--- src/design/val_pkg.sv ---
package val_pkg;

   // fixed field widths
   localparam int SPEED_W    = 15;
   localparam int ACCEL_W    = 16;
   localparam int DT_W       = 18;
   localparam int DT_MAG_W   = 17;
   localparam int STEP_W     = 16;
   localparam int CSR_ADDR_W = 4;
   localparam int CSR_DATA_W = 32;

   // one second in elapsed-time units
   localparam logic [DT_W-1:0] DT_ONE_SEC = 18'd65536;

   // register reset values
   localparam logic [SPEED_W-1:0] LIN_SPEED_RST = 15'd1024;
   localparam logic [SPEED_W-1:0] ANG_SPEED_RST = 15'd1024;
   localparam logic [ACCEL_W-1:0] LIN_ACCEL_RST = 16'd512;
   localparam logic [ACCEL_W-1:0] ANG_ACCEL_RST = 16'd1024;

   // register index, taken from paddr[3:2]
   typedef enum logic [1:0] {
      CSR_LIN_SPEED = 2'd0,
      CSR_ANG_SPEED = 2'd1,
      CSR_LIN_ACCEL = 2'd2,
      CSR_ANG_ACCEL = 2'd3
   } csr_idx_type;

   typedef struct packed {
      logic [SPEED_W-1:0] lin_speed;
      logic [SPEED_W-1:0] ang_speed;
      logic [ACCEL_W-1:0] lin_accel;
      logic [ACCEL_W-1:0] ang_accel;
   } cfg_type;

   // pipeline load enables
   typedef struct packed {
      logic s1_load;
      logic s2_load;
      logic out_load;
   } pipe_ctl_type;

endpackage

--- src/design/val_req_if.sv ---
interface val_req_if #(
   parameter int VEL_WIDTH = 16
) ();
   logic                         valid;
   logic                         ready;
   logic signed [VEL_WIDTH-1:0]  raw_vx;
   logic signed [VEL_WIDTH-1:0]  raw_vy;
   logic signed [VEL_WIDTH-1:0]  raw_wz;
   logic signed [val_pkg::DT_W-1:0] elapsed;

   modport source (output valid, raw_vx, raw_vy, raw_wz, elapsed, input ready);
   modport sink   (input valid, raw_vx, raw_vy, raw_wz, elapsed, output ready);
endinterface

--- src/design/val_rsp_if.sv ---
interface val_rsp_if #(
   parameter int VEL_WIDTH = 16
) ();
   logic                        valid;
   logic                        ready;
   logic signed [VEL_WIDTH-1:0] out_vx;
   logic signed [VEL_WIDTH-1:0] out_vy;
   logic signed [VEL_WIDTH-1:0] out_wz;

   modport source (output valid, out_vx, out_vy, out_wz, input ready);
   modport sink   (input valid, out_vx, out_vy, out_wz, output ready);
endinterface

--- src/design/val_csr.sv ---
module val_csr (
   input  logic                              clock,
   input  logic                              reset,
   input  logic                              csr_psel,
   input  logic                              csr_penable,
   input  logic                              csr_pwrite,
   input  logic [val_pkg::CSR_ADDR_W-1:0]    csr_paddr,
   input  logic [val_pkg::CSR_DATA_W-1:0]    csr_pwdata,
   output logic [val_pkg::CSR_DATA_W-1:0]    csr_prdata,
   output logic                              csr_pready,
   output val_pkg::cfg_type                  cfg
);

   logic [val_pkg::SPEED_W-1:0] lin_speed_ff, lin_speed_in;
   logic [val_pkg::SPEED_W-1:0] ang_speed_ff, ang_speed_in;
   logic [val_pkg::ACCEL_W-1:0] lin_accel_ff, lin_accel_in;
   logic [val_pkg::ACCEL_W-1:0] ang_accel_ff, ang_accel_in;
   logic                        wr_en;
   val_pkg::csr_idx_type        idx;

   assign csr_pready = 1'b1;
   assign wr_en      = csr_psel & csr_penable & csr_pwrite;
   assign idx        = val_pkg::csr_idx_type'(csr_paddr[3:2]);

   // register write decode
   always_comb begin
      lin_speed_in = lin_speed_ff;
      ang_speed_in = ang_speed_ff;
      lin_accel_in = lin_accel_ff;
      ang_accel_in = ang_accel_ff;
      if (wr_en) begin
         case (idx)
            val_pkg::CSR_LIN_SPEED: lin_speed_in = csr_pwdata[val_pkg::SPEED_W-1:0];
            val_pkg::CSR_ANG_SPEED: ang_speed_in = csr_pwdata[val_pkg::SPEED_W-1:0];
            val_pkg::CSR_LIN_ACCEL: lin_accel_in = csr_pwdata[val_pkg::ACCEL_W-1:0];
            val_pkg::CSR_ANG_ACCEL: ang_accel_in = csr_pwdata[val_pkg::ACCEL_W-1:0];
            default: ;
         endcase
      end
   end

   always_ff @(posedge clock) begin
      if (reset) begin
         lin_speed_ff <= val_pkg::LIN_SPEED_RST;
         ang_speed_ff <= val_pkg::ANG_SPEED_RST;
         lin_accel_ff <= val_pkg::LIN_ACCEL_RST;
         ang_accel_ff <= val_pkg::ANG_ACCEL_RST;
      end else begin
         lin_speed_ff <= lin_speed_in;
         ang_speed_ff <= ang_speed_in;
         lin_accel_ff <= lin_accel_in;
         ang_accel_ff <= ang_accel_in;
      end
   end

   // read mux
   always_comb begin
      case (idx)
         val_pkg::CSR_LIN_SPEED: csr_prdata = val_pkg::CSR_DATA_W'(lin_speed_ff);
         val_pkg::CSR_ANG_SPEED: csr_prdata = val_pkg::CSR_DATA_W'(ang_speed_ff);
         val_pkg::CSR_LIN_ACCEL: csr_prdata = val_pkg::CSR_DATA_W'(lin_accel_ff);
         val_pkg::CSR_ANG_ACCEL: csr_prdata = val_pkg::CSR_DATA_W'(ang_accel_ff);
         default:                csr_prdata = '0;
      endcase
   end

   assign cfg.lin_speed = lin_speed_ff;
   assign cfg.ang_speed = ang_speed_ff;
   assign cfg.lin_accel = lin_accel_ff;
   assign cfg.ang_accel = ang_accel_ff;

endmodule

--- src/design/val_ctrl.sv ---
module val_ctrl (
   input  logic                  clock,
   input  logic                  reset,
   input  logic                  req_valid,
   output logic                  req_ready,
   output logic                  rsp_valid,
   input  logic                  rsp_ready,
   output val_pkg::pipe_ctl_type ctl
);

   logic s1_v_ff, s1_v_in;
   logic s2_v_ff, s2_v_in;
   logic out_v_ff, out_v_in;

   // a stage moves on when the one after it is empty or drains this cycle
   always_comb begin
      ctl.out_load = s2_v_ff & (~out_v_ff | rsp_ready);
      ctl.s2_load  = s1_v_ff & (~s2_v_ff | ctl.out_load);
      req_ready    = ~s1_v_ff | ctl.s2_load;
      ctl.s1_load  = req_valid & req_ready;
   end

   // stage occupancy
   always_comb begin
      s1_v_in  = ctl.s1_load  | (s1_v_ff & ~ctl.s2_load);
      s2_v_in  = ctl.s2_load  | (s2_v_ff & ~ctl.out_load);
      out_v_in = ctl.out_load | (out_v_ff & ~rsp_ready);
   end

   always_ff @(posedge clock) begin
      if (reset) begin
         s1_v_ff  <= 1'b0;
         s2_v_ff  <= 1'b0;
         out_v_ff <= 1'b0;
      end else begin
         s1_v_ff  <= s1_v_in;
         s2_v_ff  <= s2_v_in;
         out_v_ff <= out_v_in;
      end
   end

   assign rsp_valid = out_v_ff;

   a_full_stall: assert property (@(posedge clock) disable iff (reset)
      (s1_v_ff && s2_v_ff && out_v_ff && !rsp_ready) |-> !req_ready)
      else $error("beat taken with the pipeline full and stalled");

   a_out_follows: assert property (@(posedge clock) disable iff (reset)
      ctl.out_load |=> out_v_ff)
      else $error("result register loaded but not shown valid");

   a_s2_hold: assert property (@(posedge clock) disable iff (reset)
      (s2_v_ff && !ctl.out_load) |=> s2_v_ff)
      else $error("stage two item lost while stalled");

endmodule

--- src/design/val_axis.sv ---
module val_axis #(
   parameter int VEL_WIDTH = 16
) (
   input  logic                                clock,
   input  logic                                reset,
   input  val_pkg::pipe_ctl_type               ctl,
   input  logic signed [VEL_WIDTH-1:0]         raw,
   input  logic [val_pkg::DT_MAG_W-1:0]        dt,
   input  logic                                rate_en,
   input  logic [val_pkg::SPEED_W-1:0]         speed_lim,
   input  logic [val_pkg::ACCEL_W-1:0]         accel,
   output logic signed [VEL_WIDTH-1:0]         result
);

   localparam int LimW  = (VEL_WIDTH > 16) ? VEL_WIDTH : 16;
   localparam int MathW = LimW + 2;
   localparam int ProdW = val_pkg::ACCEL_W + val_pkg::DT_MAG_W;
   localparam logic [LimW-1:0] TopLim = LimW'((64'd1 << (VEL_WIDTH - 1)) - 64'd1);

   logic [LimW-1:0]                  lim_wide;
   logic signed [VEL_WIDTH-1:0]      vlim;
   logic signed [VEL_WIDTH-1:0]      neg_vlim;
   logic signed [VEL_WIDTH-1:0]      v_clamp;
   logic [ProdW-1:0]                 prod;
   logic signed [VEL_WIDTH-1:0]      v_ff;
   logic [val_pkg::STEP_W-1:0]       maxd_ff;
   logic                             rate_en_ff;
   logic signed [MathW-1:0]          v_w, prev_w, maxd_w, diff_w, vlim_w;
   logic signed [MathW-1:0]          stepped, clamped;
   logic signed [VEL_WIDTH-1:0]      res_ff, res_in;

   // speed limit saturated to the velocity range
   always_comb begin
      lim_wide = (LimW'(speed_lim) > TopLim) ? TopLim : LimW'(speed_lim);
      vlim     = $signed(lim_wide[VEL_WIDTH-1:0]);
      neg_vlim = -vlim;
   end

   // stage one: speed clamp and step budget
   always_comb begin
      if (raw > vlim)
         v_clamp = vlim;
      else if (raw < neg_vlim)
         v_clamp = neg_vlim;
      else
         v_clamp = raw;
      prod = ProdW'(accel) * ProdW'(dt);
   end

   always_ff @(posedge clock) begin
      if (ctl.s2_load) begin
         v_ff       <= v_clamp;
         maxd_ff    <= prod[val_pkg::STEP_W+15:16];
         rate_en_ff <= rate_en;
      end
   end

   // stage two: limit change from previous output, then clamp again
   always_comb begin
      v_w     = MathW'(v_ff);
      prev_w  = MathW'(res_ff);
      maxd_w  = $signed(MathW'(maxd_ff));
      vlim_w  = MathW'(vlim);
      diff_w  = v_w - prev_w;
      stepped = v_w;
      if (rate_en_ff) begin
         if (diff_w > maxd_w)
            stepped = prev_w + maxd_w;
         else if (diff_w < -maxd_w)
            stepped = prev_w - maxd_w;
      end
      if (stepped > vlim_w)
         clamped = vlim_w;
      else if (stepped < -vlim_w)
         clamped = -vlim_w;
      else
         clamped = stepped;
      res_in = $signed(clamped[VEL_WIDTH-1:0]);
   end

   // result register doubles as the previous output
   always_ff @(posedge clock) begin
      if (reset) begin
         res_ff <= '0;
      end else if (ctl.out_load) begin
         res_ff <= res_in;
      end
   end

   assign result = res_ff;

   a_no_rate_passthru: assert property (@(posedge clock) disable iff (reset)
      (ctl.out_load && !rate_en_ff) |=> (res_ff == $past(v_ff)))
      else $error("speed-clamped value altered with rate limiting off");

endmodule

--- src/design/velocity_accel_limiter.sv ---
// An accepted request beat passes the input, budget and result registers.
// Throughput: one beat per cycle unless the result side stalls; the
// previous-output feedback closes within the final stage, so back-to-back
// requests never wait on each other.
// Reset (synchronous, active high): pipeline emptied, previous outputs zero,
// limits back to 1024 / 1024 / 512 / 1024.
module velocity_accel_limiter #(
   parameter int VEL_WIDTH = 16
) (
   input  logic                           clock,
   input  logic                           reset,
   val_req_if.sink                        req_bus,
   val_rsp_if.source                      rsp_bus,
   input  logic                           csr_psel,
   input  logic                           csr_penable,
   input  logic                           csr_pwrite,
   input  logic [val_pkg::CSR_ADDR_W-1:0] csr_paddr,
   input  logic [val_pkg::CSR_DATA_W-1:0] csr_pwdata,
   output logic [val_pkg::CSR_DATA_W-1:0] csr_prdata,
   output logic                           csr_pready
);

   val_pkg::cfg_type                   cfg;
   val_pkg::pipe_ctl_type              ctl;
   logic signed [VEL_WIDTH-1:0]        vx_ff, vy_ff, wz_ff;
   logic [val_pkg::DT_MAG_W-1:0]       dt_ff, dt_in;
   logic                               rate_en_ff, rate_en_in;

   val_csr u_csr (
      .clock       (clock),
      .reset       (reset),
      .csr_psel    (csr_psel),
      .csr_penable (csr_penable),
      .csr_pwrite  (csr_pwrite),
      .csr_paddr   (csr_paddr),
      .csr_pwdata  (csr_pwdata),
      .csr_prdata  (csr_prdata),
      .csr_pready  (csr_pready),
      .cfg         (cfg)
   );

   val_ctrl u_ctrl (
      .clock     (clock),
      .reset     (reset),
      .req_valid (req_bus.valid),
      .req_ready (req_bus.ready),
      .rsp_valid (rsp_bus.valid),
      .rsp_ready (rsp_bus.ready),
      .ctl       (ctl)
   );

   // elapsed time outside (0, 1 s] disables rate limiting
   always_comb begin
      rate_en_in = ~req_bus.elapsed[val_pkg::DT_W-1]
                 & ($unsigned(req_bus.elapsed) <= val_pkg::DT_ONE_SEC)
                 & (req_bus.elapsed != '0);
      dt_in      = req_bus.elapsed[val_pkg::DT_MAG_W-1:0];
   end

   // input register
   always_ff @(posedge clock) begin
      if (ctl.s1_load) begin
         vx_ff      <= req_bus.raw_vx;
         vy_ff      <= req_bus.raw_vy;
         wz_ff      <= req_bus.raw_wz;
         dt_ff      <= dt_in;
         rate_en_ff <= rate_en_in;
      end
   end

   val_axis #(.VEL_WIDTH(VEL_WIDTH)) u_axis_vx (
      .clock     (clock),
      .reset     (reset),
      .ctl       (ctl),
      .raw       (vx_ff),
      .dt        (dt_ff),
      .rate_en   (rate_en_ff),
      .speed_lim (cfg.lin_speed),
      .accel     (cfg.lin_accel),
      .result    (rsp_bus.out_vx)
   );

   val_axis #(.VEL_WIDTH(VEL_WIDTH)) u_axis_vy (
      .clock     (clock),
      .reset     (reset),
      .ctl       (ctl),
      .raw       (vy_ff),
      .dt        (dt_ff),
      .rate_en   (rate_en_ff),
      .speed_lim (cfg.lin_speed),
      .accel     (cfg.lin_accel),
      .result    (rsp_bus.out_vy)
   );

   val_axis #(.VEL_WIDTH(VEL_WIDTH)) u_axis_wz (
      .clock     (clock),
      .reset     (reset),
      .ctl       (ctl),
      .raw       (wz_ff),
      .dt        (dt_ff),
      .rate_en   (rate_en_ff),
      .speed_lim (cfg.ang_speed),
      .accel     (cfg.ang_accel),
      .result    (rsp_bus.out_wz)
   );

endmodule

--- src/flat_wrapper.sv ---
// flat-port wrapper written by rule: the top's interface ports become plain ports
module velocity_accel_limiter_flat 
#(
   parameter int VEL_WIDTH = 16
)
  (clock, reset, csr_psel, csr_penable, csr_pwrite, csr_paddr, csr_pwdata, csr_prdata, csr_pready, req_bus_valid, req_bus_raw_vx, req_bus_raw_vy, req_bus_raw_wz, req_bus_elapsed, req_bus_ready, rsp_bus_valid, rsp_bus_out_vx, rsp_bus_out_vy, rsp_bus_out_wz, rsp_bus_ready);
  val_req_if #(.VEL_WIDTH(VEL_WIDTH)) req_bus_i ();
  val_rsp_if #(.VEL_WIDTH(VEL_WIDTH)) rsp_bus_i ();
  input  logic clock;
  input  logic reset;
  input  logic csr_psel;
  input  logic csr_penable;
  input  logic csr_pwrite;
  input  logic [val_pkg::CSR_ADDR_W-1:0] csr_paddr;
  input  logic [val_pkg::CSR_DATA_W-1:0] csr_pwdata;
  output logic [val_pkg::CSR_DATA_W-1:0] csr_prdata;
  output logic csr_pready;
  input wire logic [$bits(req_bus_i.valid)-1:0] req_bus_valid;
  input wire logic [$bits(req_bus_i.raw_vx)-1:0] req_bus_raw_vx;
  input wire logic [$bits(req_bus_i.raw_vy)-1:0] req_bus_raw_vy;
  input wire logic [$bits(req_bus_i.raw_wz)-1:0] req_bus_raw_wz;
  input wire logic [$bits(req_bus_i.elapsed)-1:0] req_bus_elapsed;
  output wire logic [$bits(req_bus_i.ready)-1:0] req_bus_ready;
  output wire logic [$bits(rsp_bus_i.valid)-1:0] rsp_bus_valid;
  output wire logic [$bits(rsp_bus_i.out_vx)-1:0] rsp_bus_out_vx;
  output wire logic [$bits(rsp_bus_i.out_vy)-1:0] rsp_bus_out_vy;
  output wire logic [$bits(rsp_bus_i.out_wz)-1:0] rsp_bus_out_wz;
  input wire logic [$bits(rsp_bus_i.ready)-1:0] rsp_bus_ready;
  assign req_bus_i.valid = req_bus_valid;
  assign req_bus_i.raw_vx = req_bus_raw_vx;
  assign req_bus_i.raw_vy = req_bus_raw_vy;
  assign req_bus_i.raw_wz = req_bus_raw_wz;
  assign req_bus_i.elapsed = req_bus_elapsed;
  assign req_bus_ready = req_bus_i.ready;
  assign rsp_bus_valid = rsp_bus_i.valid;
  assign rsp_bus_out_vx = rsp_bus_i.out_vx;
  assign rsp_bus_out_vy = rsp_bus_i.out_vy;
  assign rsp_bus_out_wz = rsp_bus_i.out_wz;
  assign rsp_bus_i.ready = rsp_bus_ready;
  velocity_accel_limiter #(.VEL_WIDTH(VEL_WIDTH)) u_core (.clock(clock), .reset(reset), .req_bus(req_bus_i), .rsp_bus(rsp_bus_i), .csr_psel(csr_psel), .csr_penable(csr_penable), .csr_pwrite(csr_pwrite), .csr_paddr(csr_paddr), .csr_pwdata(csr_pwdata), .csr_prdata(csr_prdata), .csr_pready(csr_pready));
endmodule
--- config.mk ---
export PLATFORM = sky130hd
export DESIGN_NAME = velocity_accel_limiter_flat
export DESIGN_NICKNAME = d
export VERILOG_FILES = /design/src/design/val_pkg.sv /design/src/design/val_req_if.sv /design/src/design/val_rsp_if.sv /design/src/design/val_csr.sv /design/src/design/val_ctrl.sv /design/src/design/val_axis.sv /design/src/design/velocity_accel_limiter.sv /design/src/flat_wrapper.sv
export SDC_FILE = /design/constraint.sdc
export NUM_CORES = 2
export LEC_CHECK = 0
export BUFFER_PORTS_ARGS = -buffer_cell sky130_fd_sc_hd__buf_2
export CAP_MARGIN = 0
export CORE_ASPECT_RATIO = 1.4
export CORE_MARGIN = 5
export CORE_UTILIZATION = 40
export DETAILED_ROUTE_END_ITERATION = 10
export PLACE_DENSITY_LB_ADDON = 0.08
export SYNTH_ARGS = -nofsm -noshare
export SYNTH_HDL_FRONTEND = slang
export SYNTH_SLANG_ARGS = --single-unit
--- constraint.sdc ---
create_clock -name clock -period 10.5 [get_ports clock]
set_input_delay 0 -clock clock [delete_from_list [all_inputs] [get_ports clock]]
set_output_delay 0 -clock clock [all_outputs]
set_load 0.05 [all_outputs]
==> out/results.ini <==
[outcome]
status = finished clean

[synthesis]
syn_inst = 4963
synth_ff_type = edfxtp_1
async_reset_ff_share_pct = 0
netlist_area_sq_um = 42700
synth_cell_types = 103
yosys-top-cells-area = fa_1, ha_1, edfxtp_1
synth.yosys.seq_area_share_pct = 15.6
synth_area_per_cell_sq_um = 8.61
ys.warnings.count = 0
yosys_register_bits = 260
synth_edf_count = 147
synth_top_area_cell = fa_1
synth_top_area_share_pct = 19.7

[clock_tree]
clockBufferDepth = 3
numCtsBuffers = 30
clk_latency_ns = 0.62
cts.clk_slew.worst_paths_ns = 0.07
cts_tree = yes
cts_sinks = 260
root_buffer = clkbuf_16
h-tree-depth = 1

[setup_path]
crit_path_start_kind = flop
worstSetupEndpointType = flop
arrival_ns = 9.62
path_max_fanout = 15
crit_type = reg2reg
required_ns = 10.98
slowest_delay_ns = 0.55
crit_slowest_cell = dfxtp_1
cp_common_cell = o21ai_0

[sta]
hold_violations = 0
period_needed_ns = 9.14
finalCritPeriodShare_pct = 87.0
relSlewSlack_pct = 17.6
whs_ns = 0.0895
fmax_mhz = 109
setup_violations = 0
final.setup.worst_slack_ns = 1.36
skew_ns = 0.0370
worst_pin_slew_ns = 1.24
drv_slew = 0
setup_tns_ns = 0
rsz0062_at_grt = no

[pwr]
powerDensity_nw_per_um2 = 105
ir_drop_v = 0.000126
leakagePower_uw = 0.0212

[final_layout]
largest_register_ffs = 17
final_cell_mix = inv_1, nand2_1, ha_1
antennaDiodeCount = 0
fin_nets = 6245
multi_input_area_sq_um = 32500
top_register = u_core.dt_ff
final_area_sq_um = 46800
final_layout_size_suffix_gt1_share_pct = 7.30
layout_commonest_cell = inv_1
syn2layout_area_growth_pct = 9.58
seq_area_sq_um = 6680
nFillCells = 10692

[floorplanning]
die_w_um = 286
dieArea_sq_um = 114000
rows = 142
fp.coreArea_sq_um = 107000
start_util_pct = 40.1
num_io_pins = 192
die_h_um = 397

[drt]
drt_wl_total_um = 149000
num_vias = 36276
first_pass_iters = 5
ant_nets = 0
viasPerCell = 5.60
drt-initial-drc-count = 2127
drc_errors = 0
drt-wirelength-per-cell_um = 23.0

[placement]
dp_hpwl_um = 122000
dpl_cell_area_sq_um = 45000
io_buffers = 156
dp_slack_ns = 1.49
place.gp.congestion = 0.935

[global_route]
grt_pass1_wl_um = 226000
grt_start_max_net_pins = 67
grt_overflow = 0
grt_pass1_vias = 37456
antenna_found_initial = 2
grt_usage_pct = 25.7

[flow_run]
maxCapViolations = 0

[hold_path]
hp-class = in2reg

metal layers:
layer  track usage (%)  share of wire (%)
met3              1.40                3.6
met5                 0              0.013
met4              9.24                4.0
met2              47.1                 51
met1              32.0                 41
area by class of cell:
| class | count | share of cell area (%) |
|---|---|---|
| inverters | 708 | 5.69 |
| clock inverters | 13 | 0.297 |
| clock buffers | 41 | 1.87 |
| repair buffers | 324 | 4.82 |
| well taps | 1368 | 3.66 |
| flip-flops and latches | 260 | 14.3 |
| multi-input cells | 3766 | 69.4 |
synth_stat cells (113+ instances only):
master      n
inv_1     706
nand2_1   633
ha_1      625
fa_1      421
a21oi_1   272
nor2_1    244
clkbuf_1  201
and2_1    185
edfxtp_1  147
o21ai_0   145
xnor2_1   120
dfxtp_1   113
kinds of logic after synthesis:
group                      synth area share, %
other                                   0.0176
DFF                                       15.6
adders and majority gates                 38.0
AOI/OAI and AO/OA                         16.1
xor gates and xnor gates                  2.92
buffers and inverters                     8.64
and+or+nand+nor                           16.3
muxes                                     2.39
repair_timing:
action                                 CTS  global route
resized for setup                        0             0
endpoints found under the hold margin  140             0
hold buffers                            85             0
setup buffers                            0             0
worst paths after layout:
path / from / to / slack (ns) / cells after the start
worst max-delay path: u_core.u_axis_vy.result[1] / u_core.u_axis_vy.result[14] / 1.36 / 38
worst min-delay path: req_bus_raw_vx[0] / u_core.vx_ff[0] / 0.09 / 2
worst max register to register: u_core.u_axis_vy.result[1] / u_core.u_axis_vy.result[14] / 1.36 / 38
worst min register to register: u_core.u_csr.lin_accel_ff[13] / u_core.u_csr.lin_accel_ff[13] / 0.46 / 2
critical path: cells and delay by family (launching register included):
family / cells / cell delay (ns)
simple gates: 7 / 1.11
xor+xnor: 1 / 0.18
fa+ha+maj: 3 / 0.97
flops: 1 / 0.55
buf+inv: 3 / 0.61
compound gates: 24 / 5.55
report_power, final:
part           internal [uW]  switching (uW)  total [uW]  leakage (uW)
combinational            953            1560        2510        0.0184
sequential              1160             137        1300       0.00232
clock                    633             481        1110      0.000495
total                   2740            2170        4920        0.0212
metrics by stage:
stage	util [%]	std cells	power, uW
2_1_floorplan	-	4978	3000
3_3_place_gp	42.2	6341	3770
3_5_place_dp	42.2	6341	3780
4_1_cts	43.9	6480	4940
5_1_grt	43.9	6480	5250
6_report	43.9	6480	4920
(Power assumes the default switching activity.)
